**src/sv/cst_pkg.sv**
```systemverilog
// cst_pkg: shared types, constants and keyword tables of the c-subset tokenizer
// used by every module of the block but cst_checker, no dependencies
`default_nettype none
package cst_pkg;

    localparam int TEXT_MAX = 63;
    localparam int LEN_W    = $clog2(TEXT_MAX + 1);
    localparam int MAX_RES  = 4;
    localparam int QDEPTH   = 4;
    localparam int NUM_KW   = 7;

    typedef enum logic [3:0] {
        M_IDLE, M_SLASH, M_COMMENT, M_ZERO, M_DEC, M_HEX, M_STR, M_STR_ESC,
        M_CHR0, M_CHR_ESC, M_CHR_CLOSE, M_IDENT, M_OPEQ
    } t_mode;

    localparam logic [4:0] K_EOF     = 5'd0;
    localparam logic [4:0] K_INT     = 5'd1;
    localparam logic [4:0] K_STRING  = 5'd2;
    localparam logic [4:0] K_ID      = 5'd3;
    localparam logic [4:0] K_PLUS    = 5'd4;
    localparam logic [4:0] K_MINUS   = 5'd5;
    localparam logic [4:0] K_STAR    = 5'd6;
    localparam logic [4:0] K_SLASH   = 5'd7;
    localparam logic [4:0] K_ASSIGN  = 5'd8;
    localparam logic [4:0] K_LPAREN  = 5'd9;
    localparam logic [4:0] K_RPAREN  = 5'd10;
    localparam logic [4:0] K_LBRACK  = 5'd11;
    localparam logic [4:0] K_RBRACK  = 5'd12;
    localparam logic [4:0] K_LBRACE  = 5'd13;
    localparam logic [4:0] K_RBRACE  = 5'd14;
    localparam logic [4:0] K_SEMI    = 5'd15;
    localparam logic [4:0] K_COMMA   = 5'd16;
    localparam logic [4:0] K_EQ      = 5'd17;
    localparam logic [4:0] K_NE      = 5'd18;
    localparam logic [4:0] K_LT      = 5'd19;
    localparam logic [4:0] K_GT      = 5'd20;
    localparam logic [4:0] K_LE      = 5'd21;
    localparam logic [4:0] K_GE      = 5'd22;
    localparam logic [4:0] K_KW_BASE = 5'd23;

    localparam logic [2:0] E_NONE      = 3'd0;
    localparam logic [2:0] E_BAD_HEX   = 3'd1;
    localparam logic [2:0] E_LONE_BANG = 3'd2;
    localparam logic [2:0] E_UNKNOWN   = 3'd3;
    localparam logic [2:0] E_UNCLOSED  = 3'd4;

    typedef struct packed {
        logic        is_text;
        logic [7:0]  text_char;
        logic [4:0]  token_kind;
        logic [31:0] token_value;
        logic [5:0]  text_length;
        logic [2:0]  error_code;
    } t_res;

    typedef struct packed {
        logic [2:0]             cnt;
        t_res [MAX_RES-1:0]     res;
    } t_bundle;

    typedef struct packed {
        logic full;
        logic empty;
    } t_qstat;

    function automatic logic [2:0] kw_len(input int k);
        case (k)
            0:       return 3'd2;
            1:       return 3'd4;
            2:       return 3'd5;
            3:       return 3'd3;
            default: return 3'd4;
        endcase
    endfunction

    function automatic logic [7:0] kw_char(input int k, input logic [2:0] p);
        logic [39:0] s;
        s = 40'h0;
        case (k)
            0:       s = {8'h0, 8'h0, 8'h0, "f", "i"};
            1:       s = {8'h0, "e", "s", "l", "e"};
            2:       s = {"e", "l", "i", "h", "w"};
            3:       s = {8'h0, 8'h0, "t", "n", "i"};
            4:       s = {8'h0, "r", "a", "h", "c"};
            5:       s = {8'h0, "d", "i", "o", "v"};
            default: s = {8'h0, "n", "i", "a", "m"};
        endcase
        case (p)
            3'd0:    return s[7:0];
            3'd1:    return s[15:8];
            3'd2:    return s[23:16];
            3'd3:    return s[31:24];
            3'd4:    return s[39:32];
            default: return 8'h0;
        endcase
    endfunction

    function automatic logic [NUM_KW-1:0] kw_mask(input logic [NUM_KW-1:0] kc,
                                                  input logic [LEN_W-1:0] p,
                                                  input logic [7:0] c);
        logic [NUM_KW-1:0] m;
        m = kc;
        for (int k = 0; k < NUM_KW; k++) begin
            if (p >= LEN_W'(kw_len(k)) || kw_char(k, p[2:0]) != c) m[k] = 1'b0;
        end
        return m;
    endfunction

    function automatic t_bundle push(input t_bundle bd, input logic t, input logic [7:0] c,
                                     input logic [4:0] k, input logic [31:0] v,
                                     input logic [5:0] l, input logic [2:0] e);
        t_bundle b;
        b = bd;
        if (b.cnt < 3'(MAX_RES)) begin
            b.res[b.cnt[1:0]] = '{is_text: t, text_char: c, token_kind: k,
                                  token_value: v, text_length: l, error_code: e};
            b.cnt = b.cnt + 3'd1;
        end
        return b;
    endfunction

endpackage
`default_nettype wire

```
**src/sv/cst_front.sv**
```systemverilog
// cst_front: scanner state machine, classifies each source byte into a bundle of results
// depends on cst_pkg
`default_nettype none
module cst_front (
    input  wire logic              i_clk,
    input  wire logic              i_rst_n,
    input  wire logic              i_accept,
    input  wire logic [7:0]        i_byte,
    input  wire logic              i_present,
    input  wire logic              i_eos,
    output cst_pkg::t_bundle       o_bundle,
    output logic                   o_push
);
    cst_pkg::t_mode                     r_mode, n_mode;
    logic [31:0]                        r_acc, n_acc;
    logic [7:0]                         r_held, n_held;
    logic [cst_pkg::LEN_W-1:0]          r_len, n_len;
    logic [cst_pkg::NUM_KW-1:0]         r_kc, n_kc;
    logic                               r_ds, n_ds;
    logic                               r_eh, n_eh;
    cst_pkg::t_bundle                   bd;

    always_comb begin
        logic restart;
        logic [7:0] b;
        logic [4:0] kind;
        logic [3:0] hv;
        logic hok;
        b = i_byte;
        n_mode = r_mode; n_acc = r_acc; n_held = r_held; n_len = r_len;
        n_kc = r_kc; n_ds = r_ds; n_eh = r_eh;
        bd = '0;
        restart = 1'b0;
        kind = cst_pkg::K_ID;
        hok = 1'b1;
        hv = 4'd0;
        if (b >= "0" && b <= "9") hv = 4'(b - "0");
        else if (b >= "a" && b <= "f") hv = 4'(b - "a" + 8'd10);
        else if (b >= "A" && b <= "F") hv = 4'(b - "A" + 8'd10);
        else hok = 1'b0;

        if (i_present && !n_eh) begin
            case (n_mode)
                cst_pkg::M_SLASH: begin
                    if (b == "/") n_mode = cst_pkg::M_COMMENT;
                    else begin
                        bd = cst_pkg::push(bd, 1'b0, 8'h0, cst_pkg::K_SLASH, 32'h0, 6'h0,
                                           cst_pkg::E_NONE);
                        restart = 1'b1;
                    end
                end
                cst_pkg::M_COMMENT: if (b == "\n") n_mode = cst_pkg::M_IDLE;
                cst_pkg::M_ZERO, cst_pkg::M_DEC: begin
                    if (n_mode == cst_pkg::M_ZERO && (b == "x" || b == "X")) begin
                        n_mode = cst_pkg::M_HEX; n_acc = 32'h0; n_ds = 1'b0;
                    end else if (b >= "0" && b <= "9") begin
                        n_mode = cst_pkg::M_DEC;
                        n_acc = (n_acc << 3) + (n_acc << 1) + 32'(b - "0");
                    end else begin
                        bd = cst_pkg::push(bd, 1'b0, 8'h0, cst_pkg::K_INT, n_acc, 6'h0,
                                           cst_pkg::E_NONE);
                        restart = 1'b1;
                    end
                end
                cst_pkg::M_HEX: begin
                    if (hok) begin
                        n_acc = {n_acc[27:0], hv}; n_ds = 1'b1;
                    end else if (n_ds) begin
                        bd = cst_pkg::push(bd, 1'b0, 8'h0, cst_pkg::K_INT, n_acc, 6'h0,
                                           cst_pkg::E_NONE);
                        restart = 1'b1;
                    end else begin
                        bd = cst_pkg::push(bd, 1'b0, 8'h0, cst_pkg::K_EOF, 32'h0, 6'h0,
                                           cst_pkg::E_BAD_HEX);
                        n_eh = 1'b1; n_mode = cst_pkg::M_IDLE;
                    end
                end
                cst_pkg::M_STR, cst_pkg::M_STR_ESC: begin
                    if (n_mode == cst_pkg::M_STR_ESC && b == "n") begin
                        n_mode = cst_pkg::M_STR;
                        if (n_len < cst_pkg::LEN_W'(cst_pkg::TEXT_MAX)) begin
                            bd = cst_pkg::push(bd, 1'b1, "\n", cst_pkg::K_EOF, 32'h0, 6'h0,
                                               cst_pkg::E_NONE);
                            n_len = n_len + 1'b1;
                        end
                    end else begin
                        if (n_mode == cst_pkg::M_STR_ESC) begin
                            n_mode = cst_pkg::M_STR;
                            if (n_len < cst_pkg::LEN_W'(cst_pkg::TEXT_MAX)) begin
                                bd = cst_pkg::push(bd, 1'b1, "\\", cst_pkg::K_EOF, 32'h0,
                                                   6'h0, cst_pkg::E_NONE);
                                n_len = n_len + 1'b1;
                            end
                        end
                        if (b == "\"") begin
                            bd = cst_pkg::push(bd, 1'b0, 8'h0, cst_pkg::K_STRING, 32'h0,
                                               6'(n_len), cst_pkg::E_NONE);
                            n_mode = cst_pkg::M_IDLE;
                        end else if (b == "\\") begin
                            n_mode = cst_pkg::M_STR_ESC;
                        end else if (n_len < cst_pkg::LEN_W'(cst_pkg::TEXT_MAX)) begin
                            bd = cst_pkg::push(bd, 1'b1, b, cst_pkg::K_EOF, 32'h0, 6'h0,
                                               cst_pkg::E_NONE);
                            n_len = n_len + 1'b1;
                        end
                    end
                end
                cst_pkg::M_CHR0: begin
                    if (b == "\\") n_mode = cst_pkg::M_CHR_ESC;
                    else begin
                        n_acc = {24'h0, b}; n_mode = cst_pkg::M_CHR_CLOSE;
                    end
                end
                cst_pkg::M_CHR_ESC: begin
                    if (b == "n") n_acc = 32'h0a;
                    else if (b == "t") n_acc = 32'h09;
                    else if (b == "0") n_acc = 32'h0;
                    else n_acc = {24'h0, b};
                    n_mode = cst_pkg::M_CHR_CLOSE;
                end
                cst_pkg::M_CHR_CLOSE: begin
                    if (b == "'") begin
                        bd = cst_pkg::push(bd, 1'b0, 8'h0, cst_pkg::K_INT,
                                           {{24{n_acc[7]}}, n_acc[7:0]}, 6'h0,
                                           cst_pkg::E_NONE);
                        n_mode = cst_pkg::M_IDLE;
                    end else begin
                        bd = cst_pkg::push(bd, 1'b0, 8'h0, cst_pkg::K_EOF, 32'h0, 6'h0,
                                           cst_pkg::E_UNCLOSED);
                        n_eh = 1'b1; n_mode = cst_pkg::M_IDLE;
                    end
                end
                cst_pkg::M_IDENT: begin
                    if ((b >= "a" && b <= "z") || (b >= "A" && b <= "Z") || b == "_" ||
                        (b >= "0" && b <= "9")) begin
                        n_kc = cst_pkg::kw_mask(n_kc, n_len, b);
                        if (n_len < cst_pkg::LEN_W'(cst_pkg::TEXT_MAX)) begin
                            bd = cst_pkg::push(bd, 1'b1, b, cst_pkg::K_EOF, 32'h0, 6'h0,
                                               cst_pkg::E_NONE);
                            n_len = n_len + 1'b1;
                        end
                    end else begin
                        for (int k = 0; k < cst_pkg::NUM_KW; k++) begin
                            if (n_kc[k] && n_len == cst_pkg::LEN_W'(cst_pkg::kw_len(k)))
                                kind = cst_pkg::K_KW_BASE + 5'(k);
                        end
                        bd = cst_pkg::push(bd, 1'b0, 8'h0, kind, 32'h0, 6'(n_len),
                                           cst_pkg::E_NONE);
                        restart = 1'b1;
                    end
                end
                cst_pkg::M_OPEQ: begin
                    if (b == "=") begin
                        n_mode = cst_pkg::M_IDLE;
                        if (n_held == "=") kind = cst_pkg::K_EQ;
                        else if (n_held == "!") kind = cst_pkg::K_NE;
                        else if (n_held == "<") kind = cst_pkg::K_LE;
                        else kind = cst_pkg::K_GE;
                        bd = cst_pkg::push(bd, 1'b0, 8'h0, kind, 32'h0, 6'h0,
                                           cst_pkg::E_NONE);
                    end else begin
                        n_mode = cst_pkg::M_IDLE;
                        if (n_held == "=" || n_held == "<" || n_held == ">") begin
                            kind = (n_held == "=") ? cst_pkg::K_ASSIGN :
                                   (n_held == "<") ? cst_pkg::K_LT : cst_pkg::K_GT;
                            bd = cst_pkg::push(bd, 1'b0, 8'h0, kind, 32'h0, 6'h0,
                                               cst_pkg::E_NONE);
                        end else begin
                            bd = cst_pkg::push(bd, 1'b0, 8'h0, cst_pkg::K_EOF, 32'h0, 6'h0,
                                               cst_pkg::E_LONE_BANG);
                            n_eh = 1'b1;
                        end
                        restart = 1'b1;
                    end
                end
                default: restart = 1'b1;
            endcase
        end

        // start of a new token
        if (restart && !n_eh) begin
            n_mode = cst_pkg::M_IDLE;
            kind = cst_pkg::K_EOF;
            case (b)
                " ", "\n", "\t", 8'h0d: ;
                "/":  n_mode = cst_pkg::M_SLASH;
                "0":  begin n_mode = cst_pkg::M_ZERO; n_acc = 32'h0; end
                "\"": begin n_mode = cst_pkg::M_STR; n_len = '0; end
                "'":  begin n_mode = cst_pkg::M_CHR0; n_acc = 32'h0; end
                "+":  kind = cst_pkg::K_PLUS;
                "-":  kind = cst_pkg::K_MINUS;
                "*":  kind = cst_pkg::K_STAR;
                "(":  kind = cst_pkg::K_LPAREN;
                ")":  kind = cst_pkg::K_RPAREN;
                "[":  kind = cst_pkg::K_LBRACK;
                "]":  kind = cst_pkg::K_RBRACK;
                "{":  kind = cst_pkg::K_LBRACE;
                "}":  kind = cst_pkg::K_RBRACE;
                ";":  kind = cst_pkg::K_SEMI;
                ",":  kind = cst_pkg::K_COMMA;
                "=", "!", "<", ">": begin n_mode = cst_pkg::M_OPEQ; n_held = b; end
                default: begin
                    if (b >= "1" && b <= "9") begin
                        n_mode = cst_pkg::M_DEC; n_acc = 32'(b - "0");
                    end else if ((b >= "a" && b <= "z") || (b >= "A" && b <= "Z") ||
                                 b == "_") begin
                        n_mode = cst_pkg::M_IDENT; n_len = '0;
                        n_kc = cst_pkg::kw_mask('1, '0, b);
                        bd = cst_pkg::push(bd, 1'b1, b, cst_pkg::K_EOF, 32'h0, 6'h0,
                                           cst_pkg::E_NONE);
                        n_len = cst_pkg::LEN_W'(1);
                    end else begin
                        bd = cst_pkg::push(bd, 1'b0, 8'h0, cst_pkg::K_EOF, 32'h0, 6'h0,
                                           cst_pkg::E_UNKNOWN);
                        n_eh = 1'b1;
                    end
                end
            endcase
            if (kind != cst_pkg::K_EOF)
                bd = cst_pkg::push(bd, 1'b0, 8'h0, kind, 32'h0, 6'h0, cst_pkg::E_NONE);
        end

        // end of source
        if (i_eos) begin
            if (!n_eh) begin
                case (n_mode)
                    cst_pkg::M_SLASH:
                        bd = cst_pkg::push(bd, 1'b0, 8'h0, cst_pkg::K_SLASH, 32'h0, 6'h0,
                                           cst_pkg::E_NONE);
                    cst_pkg::M_ZERO, cst_pkg::M_DEC:
                        bd = cst_pkg::push(bd, 1'b0, 8'h0, cst_pkg::K_INT, n_acc, 6'h0,
                                           cst_pkg::E_NONE);
                    cst_pkg::M_HEX:
                        if (n_ds) bd = cst_pkg::push(bd, 1'b0, 8'h0, cst_pkg::K_INT, n_acc,
                                                     6'h0, cst_pkg::E_NONE);
                        else bd = cst_pkg::push(bd, 1'b0, 8'h0, cst_pkg::K_EOF, 32'h0, 6'h0,
                                                cst_pkg::E_BAD_HEX);
                    cst_pkg::M_STR, cst_pkg::M_STR_ESC: begin
                        if (n_mode == cst_pkg::M_STR_ESC &&
                            n_len < cst_pkg::LEN_W'(cst_pkg::TEXT_MAX)) begin
                            bd = cst_pkg::push(bd, 1'b1, "\\", cst_pkg::K_EOF, 32'h0, 6'h0,
                                               cst_pkg::E_NONE);
                            n_len = n_len + 1'b1;
                        end
                        bd = cst_pkg::push(bd, 1'b0, 8'h0, cst_pkg::K_STRING, 32'h0,
                                           6'(n_len), cst_pkg::E_NONE);
                    end
                    cst_pkg::M_CHR0, cst_pkg::M_CHR_ESC, cst_pkg::M_CHR_CLOSE:
                        bd = cst_pkg::push(bd, 1'b0, 8'h0, cst_pkg::K_EOF, 32'h0, 6'h0,
                                           cst_pkg::E_UNCLOSED);
                    cst_pkg::M_IDENT: begin
                        kind = cst_pkg::K_ID;
                        for (int k = 0; k < cst_pkg::NUM_KW; k++) begin
                            if (n_kc[k] && n_len == cst_pkg::LEN_W'(cst_pkg::kw_len(k)))
                                kind = cst_pkg::K_KW_BASE + 5'(k);
                        end
                        bd = cst_pkg::push(bd, 1'b0, 8'h0, kind, 32'h0, 6'(n_len),
                                           cst_pkg::E_NONE);
                    end
                    cst_pkg::M_OPEQ: begin
                        if (n_held == "=" || n_held == "<" || n_held == ">") begin
                            kind = (n_held == "=") ? cst_pkg::K_ASSIGN :
                                   (n_held == "<") ? cst_pkg::K_LT : cst_pkg::K_GT;
                            bd = cst_pkg::push(bd, 1'b0, 8'h0, kind, 32'h0, 6'h0,
                                               cst_pkg::E_NONE);
                        end else
                            bd = cst_pkg::push(bd, 1'b0, 8'h0, cst_pkg::K_EOF, 32'h0, 6'h0,
                                               cst_pkg::E_LONE_BANG);
                    end
                    default: ;
                endcase
            end
            bd = cst_pkg::push(bd, 1'b0, 8'h0, cst_pkg::K_EOF, 32'h0, 6'h0, cst_pkg::E_NONE);
            n_mode = cst_pkg::M_IDLE; n_acc = 32'h0; n_held = 8'h0; n_len = '0;
            n_kc = '1; n_ds = 1'b0; n_eh = 1'b0;
        end
    end

    assign o_bundle = bd;
    assign o_push   = i_accept && (bd.cnt != 3'd0);

    always_ff @(posedge i_clk) begin
        if (!i_rst_n) begin
            r_mode <= cst_pkg::M_IDLE;
            r_acc  <= 32'h0;
            r_held <= 8'h0;
            r_len  <= '0;
            r_kc   <= '1;
            r_ds   <= 1'b0;
            r_eh   <= 1'b0;
        end else if (i_accept) begin
            r_mode <= n_mode;
            r_acc  <= n_acc;
            r_held <= n_held;
            r_len  <= n_len;
            r_kc   <= n_kc;
            r_ds   <= n_ds;
            r_eh   <= n_eh;
        end
    end
endmodule
`default_nettype wire

```
**src/sv/cst_fifo.sv**
```systemverilog
// cst_fifo: short queue of result bundles between scanner and output stage
// depends on cst_pkg
`default_nettype none
module cst_fifo (
    input  wire logic              i_clk,
    input  wire logic              i_rst_n,
    input  wire logic              i_push,
    input  cst_pkg::t_bundle       i_bundle,
    input  wire logic              i_pop,
    output cst_pkg::t_bundle       o_head,
    output cst_pkg::t_qstat        o_stat
);
    localparam int PW = $clog2(cst_pkg::QDEPTH);
    cst_pkg::t_bundle              r_mem [cst_pkg::QDEPTH];
    logic [PW-1:0]                 r_wp, r_rp;
    logic [PW:0]                   r_cnt;

    assign o_head       = r_mem[r_rp];
    assign o_stat.full  = (r_cnt == (PW+1)'(cst_pkg::QDEPTH));
    assign o_stat.empty = (r_cnt == '0);

    always_ff @(posedge i_clk) begin
        if (i_push) r_mem[r_wp] <= i_bundle;
    end

    always_ff @(posedge i_clk) begin
        if (!i_rst_n) begin
            r_wp  <= '0;
            r_rp  <= '0;
            r_cnt <= '0;
        end else begin
            if (i_push) r_wp <= r_wp + 1'b1;
            if (i_pop)  r_rp <= r_rp + 1'b1;
            r_cnt <= r_cnt + (PW+1)'(i_push) - (PW+1)'(i_pop);
        end
    end
endmodule
`default_nettype wire

```
**src/sv/cst_back.sv**
```systemverilog
// cst_back: walks the head bundle and sends its results one at a time
// depends on cst_pkg
`default_nettype none
module cst_back (
    input  wire logic              i_clk,
    input  wire logic              i_rst_n,
    input  cst_pkg::t_bundle       i_head,
    input  cst_pkg::t_qstat        i_stat,
    input  wire logic              i_tready,
    output logic                   o_tvalid,
    output cst_pkg::t_res          o_res,
    output logic                   o_last,
    output logic                   o_pop
);
    logic [1:0] r_idx;

    assign o_tvalid = !i_stat.empty;
    assign o_res    = i_head.res[r_idx];
    assign o_last   = ({1'b0, r_idx} == i_head.cnt - 3'd1);
    assign o_pop    = o_tvalid && i_tready && o_last;

    always_ff @(posedge i_clk) begin
        if (!i_rst_n) r_idx <= 2'd0;
        else if (o_pop) r_idx <= 2'd0;
        else if (o_tvalid && i_tready) r_idx <= r_idx + 2'd1;
    end
endmodule
`default_nettype wire

```
**src/sv/c_subset_tokenizer.sv**
```systemverilog
// c_subset_tokenizer: top level of the c-subset lexer
// depends on cst_pkg, cst_front, cst_fifo, cst_back
//
// slave stream: one source byte per request, tdata[7:0] source_byte,
//   tuser byte_present, tlast end_of_source
// master stream: one result per request, tuser is_text, tlast last_of_run
// the scanner takes a request in every cycle the bundle queue has room and
// turns it into zero to four results in that same cycle
// first result of a request shows from the bundle queue once the bundles ahead of it are sent
// throughput: one request per cycle while the queue has room; a request with n results
//   sends them one at a time, so bursts of multi-result requests fill the four-entry
//   queue and then hold s_tready low
// reset: scanner returns to idle, queue and output are emptied
// receiver stall: results wait in the queue, input keeps flowing until the
//   queue is full
`default_nettype none
module c_subset_tokenizer (
    input  wire logic        i_clk,
    input  wire logic        i_rst_n,
    input  wire logic        s_tvalid,
    output logic             s_tready,
    input  wire logic [7:0]  s_tdata,   // source_byte
    input  wire logic        s_tuser,   // byte_present
    input  wire logic        s_tlast,   // end_of_source
    output logic             m_tvalid,
    input  wire logic        m_tready,
    output logic [55:0]      m_tdata,   // text_char, token_kind, token_value, text_length,
                                        // error_code, zero pad
    output logic             m_tuser,   // is_text
    output logic             m_tlast    // last_of_run
);
    cst_pkg::t_bundle  front_bd, head;
    cst_pkg::t_qstat   qstat;
    cst_pkg::t_res     res;
    logic              push, pop, accept;

    assign s_tready = !qstat.full;
    assign accept   = s_tvalid && s_tready;

    cst_front u_front (
        .i_clk(i_clk), .i_rst_n(i_rst_n), .i_accept(accept), .i_byte(s_tdata),
        .i_present(s_tuser), .i_eos(s_tlast), .o_bundle(front_bd), .o_push(push)
    );

    cst_fifo u_fifo (
        .i_clk(i_clk), .i_rst_n(i_rst_n), .i_push(push), .i_bundle(front_bd),
        .i_pop(pop), .o_head(head), .o_stat(qstat)
    );

    cst_back u_back (
        .i_clk(i_clk), .i_rst_n(i_rst_n), .i_head(head), .i_stat(qstat),
        .i_tready(m_tready), .o_tvalid(m_tvalid), .o_res(res), .o_last(m_tlast),
        .o_pop(pop)
    );

    assign m_tuser = res.is_text;
    assign m_tdata = {2'b00, res.error_code, res.text_length, res.token_value,
                      res.token_kind, res.text_char};
endmodule
`default_nettype wire

```
**config.mk**
```make
export PLATFORM = sky130hd
export DESIGN_NAME = c_subset_tokenizer
export DESIGN_NICKNAME = d
export VERILOG_FILES = /design/src/sv/cst_pkg.sv /design/src/sv/cst_front.sv /design/src/sv/cst_fifo.sv /design/src/sv/cst_back.sv /design/src/sv/c_subset_tokenizer.sv
export SDC_FILE = /design/constraint.sdc
export NUM_CORES = 1
export LEC_CHECK = 0
export ABC_AREA = 1
export BUFFER_PORTS_ARGS = -buffer_cell sky130_fd_sc_hd__buf_4
export CAP_MARGIN = 5
export CORE_ASPECT_RATIO = 2
export CORE_MARGIN = 2
export CORE_UTILIZATION = 55
export DETAILED_ROUTE_END_ITERATION = 12
export GPL_TIMING_DRIVEN = 0
export PLACE_DENSITY_LB_ADDON = 0.3
export SLEW_MARGIN = 15
export SYNTH_ARGS = -nofsm -noshare
export SYNTH_HDL_FRONTEND = slang
export SYNTH_HIERARCHICAL = 1
export SYNTH_SLANG_ARGS = --single-unit
```
**constraint.sdc**
```tcl
create_clock -name i_clk -period 27.4 [get_ports i_clk]
set_input_delay 2.74 -clock i_clk [delete_from_list [all_inputs] [get_ports i_clk]]
set_output_delay 2.74 -clock i_clk [all_outputs]
set_load 0.01 [all_outputs]
```
Yosys cells after proc, flatten, opt, wreduce, memory -nomap -nowiden
Memory sizes are Yosys's and may differ from the RTL's. A register that Yosys moved wholly into a read port is not among the register bits.
Cells that the tools add are included.
{"block": "op_classes", "reduce_logical": 80, "n_addsub": 23, "magnitude_cmp": 39, "n_eq_ne": 86, "bitwise": 21, "n_mux": 318}
{"cell": "223-bit 2-to-1 mux", "count": 42}
{"cell": "223-bit case mux with 7 select lines", "count": 2}
{"cell": "220-bit bitwise mux", "count": 8}
{"cell": "221-bit 2-to-1 mux", "count": 6}
{"cell": "55-bit demux with 2-bit select", "count": 6}
{"cell": "216-bit AND", "count": 3}
{"cell": "216-bit inverter", "count": 3}
{"cell": "8-bit 2-to-1 mux", "count": 49}
{"cell": "55-bit 2-to-1 mux", "count": 7}
{"cell": "32-bit 2-to-1 mux", "count": 10}
{"cell": "220-bit AND", "count": 1}
{"cell": "220-bit inverter", "count": 1}
{"cell": "212-bit AND", "count": 1}
{"cell": "212-bit inverter", "count": 1}
{"cell": "208-bit AND", "count": 1}
{"cell": "208-bit inverter", "count": 1}
{"cell": "200-bit AND", "count": 1}
{"cell": "200-bit inverter", "count": 1}
{"cell": "8-bit by 6-bit == test with 1-bit output (second input constant)", "count": 23}
{"cell": "3-bit 2-to-1 mux", "count": 54}
{"cell": "32-bit case mux with 4 select lines", "count": 1}
{"cell": "6-bit 2-to-1 mux", "count": 19}
{"cell": "55-bit binary-select mux with 2-bit select", "count": 1}
{"cell": "5-bit 2-to-1 mux", "count": 22}
{"cell": "other kinds (69)", "count": 303}
{"block": "totals", "input_bits": 14, "mem_bits_rw": 892, "word_cells": 579, "reg_bits": 68, "mem_count": 1, "out_inout_bits": 60}
{"memory": "u_fifo.r_mem", "words": 4, "width": 223, "read_ports": 1, "rd_clocked_by_memory_dff": 1, "write_ports": 1, "line": "cst_fifo.sv:14", "rtl": "cst_pkg::t_bundle r_mem [cst_pkg::QDEPTH];"}

Longest topological paths before layout
{"block": "logic_depth", "word_depth": 71, "mapped_depth": 51, "mapped_depth_nobuf": 51}

By module
The synthesis kept the hierarchy.
{"mod": "cst_fifo", "cells_per_inst": 2657, "instances": 1, "area_per_inst_um2": 35422.7, "seq_area_each_um2": 26965.9}
{"mod": "cst_front", "cells_per_inst": 2694, "instances": 1, "area_per_inst_um2": 14863.0, "seq_area_each_um2": 1181.1}
{"mod": "cst_back", "cells_per_inst": 340, "instances": 1, "area_per_inst_um2": 1679.1, "seq_area_each_um2": 40.0}
{"mod": "c_subset_tokenizer", "cells_per_inst": 6, "instances": 1, "area_per_inst_um2": 32.5, "seq_area_each_um2": 0.0}

Least setup slack after synthesis
No wires, ideal clock.
{"block": "synth_path", "path_kind": "input -> register", "from": "in s_tdata[6]", "to": "mem u_fifo/r_mem[0][0] (netlist name), enable pin", "required_ps": 26825, "arrival_ps": 12545, "n_path_buf": 1, "path_slack_ps": 14280, "path_stages": 34, "setup_ps": 575, "cell_sequence": "buf_4 inv_1 nand2_1 nor2_1 inv_1 nand3_1 nand2_2 o21ai_0 inv_1 ha_1 o21ai_0 o22ai_1 inv_1 ha_1 nor2_1 nor2_1 nand3_1 nand2_1 inv_1 ha_1 inv_1 nand2_1 nand3_1 nand2_1 nand2_1 ha_1 inv_1 a21oi_1 nand2_1 nand3_1 nor2_1 nor2_1 nand2_1 inv_1"}
{"block": "synth_via", "elab_chain_cells": 36, "elab_cells_between_ends": 183, "classes_between": "add/sub (5); order compare (15); eq/ne (42); mux (94); reduce/logical (27)"}
{"item": "from (decl)", "line": "c_subset_tokenizer.sv:22", "rtl": "input wire logic [7:0] s_tdata,"}
{"item": "8-bit by 7-bit >= comparator with 1-bit output, or another cell as far along", "line": "cst_front.sv:39, cst_front.sv:134, cst_front.sv:205"}
{"item": "1-bit logical AND, on equally long branches", "line": "cst_front.sv:39, cst_front.sv:134, cst_front.sv:205"}
{"item": "1-bit 2-to-1 mux / 1-bit logical OR (equally long branches)", "line": "cst_front.sv:39, cst_front.sv:134, cst_front.sv:205"}
{"item": "1-bit 2-to-1 mux / 1-bit logical OR (equally long branches)", "line": "cst_front.sv:38, cst_front.sv:134, cst_front.sv:205"}
{"item": "1-bit 2-to-1 mux / 1-bit logical OR (equally long branches)", "line": "cst_front.sv:37, cst_front.sv:134"}
{"item": "223-bit 2-to-1 mux / 221-bit 2-to-1 mux (equally long branches)", "line": "cst_front.sv:66, cst_front.sv:134"}
{"item": "223-bit case mux with 7 select lines", "line": "cst_front.sv:43", "rtl": "case (n_mode)"}
{"item": "223-bit 2-to-1 mux", "line": "cst_front.sv:42", "rtl": "if (i_present && !n_eh) begin"}
{"item": "[... 21 more ...]"}
{"item": "3-bit by 1-bit adder with 3-bit output / 3-bit < comparator (equally long branches)", "line": "cst_pkg.sv:118, cst_pkg.sv:115"}
{"item": "223-bit 2-to-1 mux", "line": "cst_pkg.sv:115", "rtl": "if (b.cnt < 3'(MAX_RES)) begin"}
{"item": "223-bit 2-to-1 mux *", "line": "cst_front.sv:224", "rtl": "if (i_eos) begin"}
{"item": "3-bit nonzero test *", "line": "cst_front.sv:280", "rtl": "assign o_push = i_accept && (bd.cnt != 3'd0);"}
{"item": "1-bit logical AND *", "line": "cst_front.sv:280"}
{"item": "named net push", "line": "c_subset_tokenizer.sv:35", "rtl": "logic push, pop, accept;"}
{"item": "1-bit 2-to-1 mux *", "line": "cst_fifo.sv:23", "rtl": "if (i_push) r_mem[r_wp] <= i_bundle;"}
{"item": "1-bit 2-to-1 mux (not written as such) *", "line": "cst_fifo.sv:23"}
{"item": "to (decl)", "line": "cst_fifo.sv:14"}
Mark *: on every way through the listed nets, which the timed path passes. The rest lies on a longest branch. The select of a mux whose other input is x is not followed.

Worst setup path in the final report
{"block": "layout_path", "from": "in s_tdata[4]", "to": "mem u_fifo/r_mem[2][5] (netlist name), enable pin"}
The elaborated chain is that of the path after synthesis.

==> flow_summary.json <==
{
  "post_synthesis_cell_area_um2": 52000,
  "worst_slew_pin_slew_ns": 1.23,
  "worst_ir_drop_vdd_mv": 0.0676,
  "dpl.hpwl_mm": 155,
  "place.gp.congestion": 1.02,
  "grt_first_pass_wirelength_mm": 291,
  "yosys.cell_types.count": 72,
  "synth_async_sr_flop_share_pct": 0,
  "worst-path-max-fanout": 93,
  "relative_area_change_from_synthesis_to_final_layout_pct": 9.74,
  "floorplan.rows": 159,
  "post-cts-setup-buffer-count": 0,
  "cts.htree.levels": 3,
  "postSynthAreaPerCell_um2": 9.13,
  "drt_first_iter_violations": 4786,
  "ctsHoldBuffers": 0,
  "maxSlewHeadroom_pct": 18.0,
  "cts_resized": 0,
  "number_of_enable_type_register_cells_in_the_synthesized_netlist": 892,
  "setup_viol": 0,
  "static-leakage-power_nw": 22.8,
  "drc": 0,
  "initial_utilization_pct": 55.5,
  "avgViaCountPerCell": 6.20,
  "final_nets": 5984,
  "final_layout_size_suffix_gt1_share_pct": 10.3,
  "post-route-period-util_pct": 50.2,
  "post_dp_cell_area_um2": 54400,
  "critical_path.startpoint_type": "primary input",
  "critical-path-slowest-cell": "sky130_fd_sc_hd__nor2_2",
  "synthesis.instances": 5697,
  "clockBufferDepth": 3,
  "placeableCoreArea_um2": 93700,
  "synthesis.yosys.warnings": 6,
  "dominantRegCellSynth": "sky130_fd_sc_hd__edfxtp_1",
  "max_clock_freq_mhz": 72.7,
  "worst-setup-path-type": "primary input to flop",
  "die_x_um": 221,
  "number_of_buffers_added_by_the_clock_tree_synthesis_step": 79,
  "cts_num_sinks": 962,
  "layout.cells.most_common_list": "1128 x sky130_fd_sc_hd__nand2_1, 892 x sky130_fd_sc_hd__edfxtp_1, 755 x sky130_fd_sc_hd__inv_1, 488 x sky130_fd_sc_hd__nor2_1, 439 x sky130_fd_sc_hd__o21ai_0",
  "antenna_found_initial": 8,
  "outcome": "finished, final reports clean",
  "grt_max_degree": 94,
  "number_of_global_route_vias_before_repair": 44100,
  "max_stage_delay_ns": 0.81,
  "crit_required_ns": 27.71,
  "fraction_of_the_yosys_area_taken_by_sequential_cells_pct": 54.2,
  "final_core_util_pct": 60.9,
  "clkSlewWorstSetupHoldPaths_ns": 0.08,
  "clock_latency_ns": 0.69,
  "skew_ns": 0.0398,
  "wirelength_mm": 204,
  "crit_top_cell": "sky130_fd_sc_hd__nand2_1",
  "routed-via-count": 44300,
  "crit_path_end_kind": "flop",
  "finalCriticalPeriod_ns": 13.76,
  "timing_hold_violations_final": 0,
  "power_per_cell_area_nw_per_um2": 80.0,
  "port_buffers": 68,
  "grt_overflow": 0,
  "cts_tree": "built",
  "total_die_area_um2": 97200,
  "synth.ff_latch_count": 962,
  "antenna_left": 0,
  "power_mw": 4.56,
  "grt_use_total_pct": 41.5,
  "timing.max_cap.violations": 0,
  "grt_setup_unrepaired": "false",
  "setup_tns_ns": 0,
  "ios": 74,
  "slew_viol_final": 0,
  "final_area_um2": 57100,
  "first_pass_iters": 6,
  "die_height_um": 439,
  "worstHoldPathType": "flop to flop",
  "ff2ff_setup_slack_ns": 15.85,
  "arrival_ns": 14.07,
  "layout.cells.most_common": "sky130_fd_sc_hd__nand2_1",
  "wl_per_cell_um": 28.6,
  "cts_root_buffer": "sky130_fd_sc_hd__clkbuf_16"
}
[critical path: cells and delay by family]
kind	cells	cell delay, ns
AND/OR/NAND/NOR	22	3.73
adder cells (fa/ha/maj)	6	1.97
AO/OA/AOI/OAI	4	1.24
buffers and inverters	13	3.97
[final timing paths]
check,from,end,cells past startpoint
hold reg to reg,u_front/r_held[1]$_SDFFE_PN0P_,u_front/r_held[1]$_SDFFE_PN0P_,2
setup / recovery,s_tdata[4],u_fifo/r_mem[2][5]$_DFFE_PP_,45
setup reg to reg,u_front/r_mode[1]$_SDFFE_PN0P_,u_fifo/r_mem[2][5]$_DFFE_PP_,50
hold / removal,u_front/r_held[1]$_SDFFE_PN0P_,u_front/r_held[1]$_SDFFE_PN0P_,2
[report_power, final]
part           switching (mW)  internal (mW)  leakage [nW]  total (mW)
registers              0.0689           1.91          8.09        1.97
clock network           0.542          0.637          1.29        1.18
logic                    1.05          0.358          13.5        1.41
total                    1.66           2.90          22.8        4.56
[per-layer routing]
layer  GRT usage [%]  part of all wire [%]  wire (µm)  vias to the layer above
met5               0                 0.026         53                        -
met4            38.9                    11      22800                        8
met3            7.76                   8.1      16500                      894
met2            73.3                    50     103000                     2533
met1            40.8                    31      62300                    21100
li1                -                     -          -                    19800
[cells in the mapped netlist, types with 16 or more instances]
library cell	n	area share [%]
sky130_fd_sc_hd__a21oi_1	426	4.1
sky130_fd_sc_hd__a22oi_1	58	0.84
sky130_fd_sc_hd__a31oi_1	16	0.19
sky130_fd_sc_hd__buf_2	150	1.4
sky130_fd_sc_hd__buf_4	31	0.45
sky130_fd_sc_hd__buf_6	40	0.87
sky130_fd_sc_hd__clkbuf_1	72	0.52
sky130_fd_sc_hd__dfxtp_1	70	2.7
sky130_fd_sc_hd__edfxtp_1	892	52
sky130_fd_sc_hd__fa_1	30	1.2
sky130_fd_sc_hd__ha_1	78	1.9
sky130_fd_sc_hd__inv_1	759	5.5
sky130_fd_sc_hd__inv_2	39	0.28
sky130_fd_sc_hd__nand2_1	1128	8.1
sky130_fd_sc_hd__nand2_2	40	0.48
sky130_fd_sc_hd__nand2_4	17	0.37
sky130_fd_sc_hd__nand3_1	184	1.8
sky130_fd_sc_hd__nand4_1	33	0.40
sky130_fd_sc_hd__nor2_1	490	3.5
sky130_fd_sc_hd__nor2_2	22	0.26
sky130_fd_sc_hd__nor3_1	37	0.36
sky130_fd_sc_hd__o211ai_1	253	3.7
sky130_fd_sc_hd__o21ai_0	443	4.3
sky130_fd_sc_hd__o21ai_1	107	1.0
sky130_fd_sc_hd__o22ai_1	88	1.1
sky130_fd_sc_hd__xor2_1	24	0.40
[cell type report]
type / instances / area, µm²
clock inverter: 54 / 611
buffer: 299 / 1740
clock buffer: 92 / 2070
inverter: 811 / 3080
fill: 8031 / 36600
timing repair buffer: 79 / 786
sequential: 962 / 28200
multi-input combinational: 3630 / 19100
tap: 1207 / 1510
antenna: 7 / 17.5
[cells by family after synthesis]
group | synth area share, %
DFF | 54.2
AOI/OAI and AO/OA | 16.5
buffers and inverters | 9.23
and+or+nand+nor | 16.5
other | 0.0144
xor gates and xnor gates | 0.522
adders and majority gates | 3.03
[stage by stage]
step	hold slack, ns	std cells	setup WS [ns]
6_report	0.472	7141	13.64
4_1_cts	0.474	7134	14.48
3_5_place_dp	0.462	6988	13.77
3_3_place_gp	0.446	6977	7.17
5_1_grt	0.501	7138	13.45
2_1_floorplan	0.436	5702	14.28
[registers in the layout, summed over array words and instances (netlist names), named ones only]
signal,flops
u_fifo/r_wp,2
u_front/r_len,6
u_back/r_idx,2
u_front/r_eh,1
u_fifo/r_rp,2
u_front/r_acc,32
u_front/r_mode,4
u_front/r_kc,7
u_fifo/r_mem,892
u_fifo/r_cnt,3
u_front/r_ds,1
u_front/r_held,8
No activity file was read; power rests on OpenSTA's default activity.
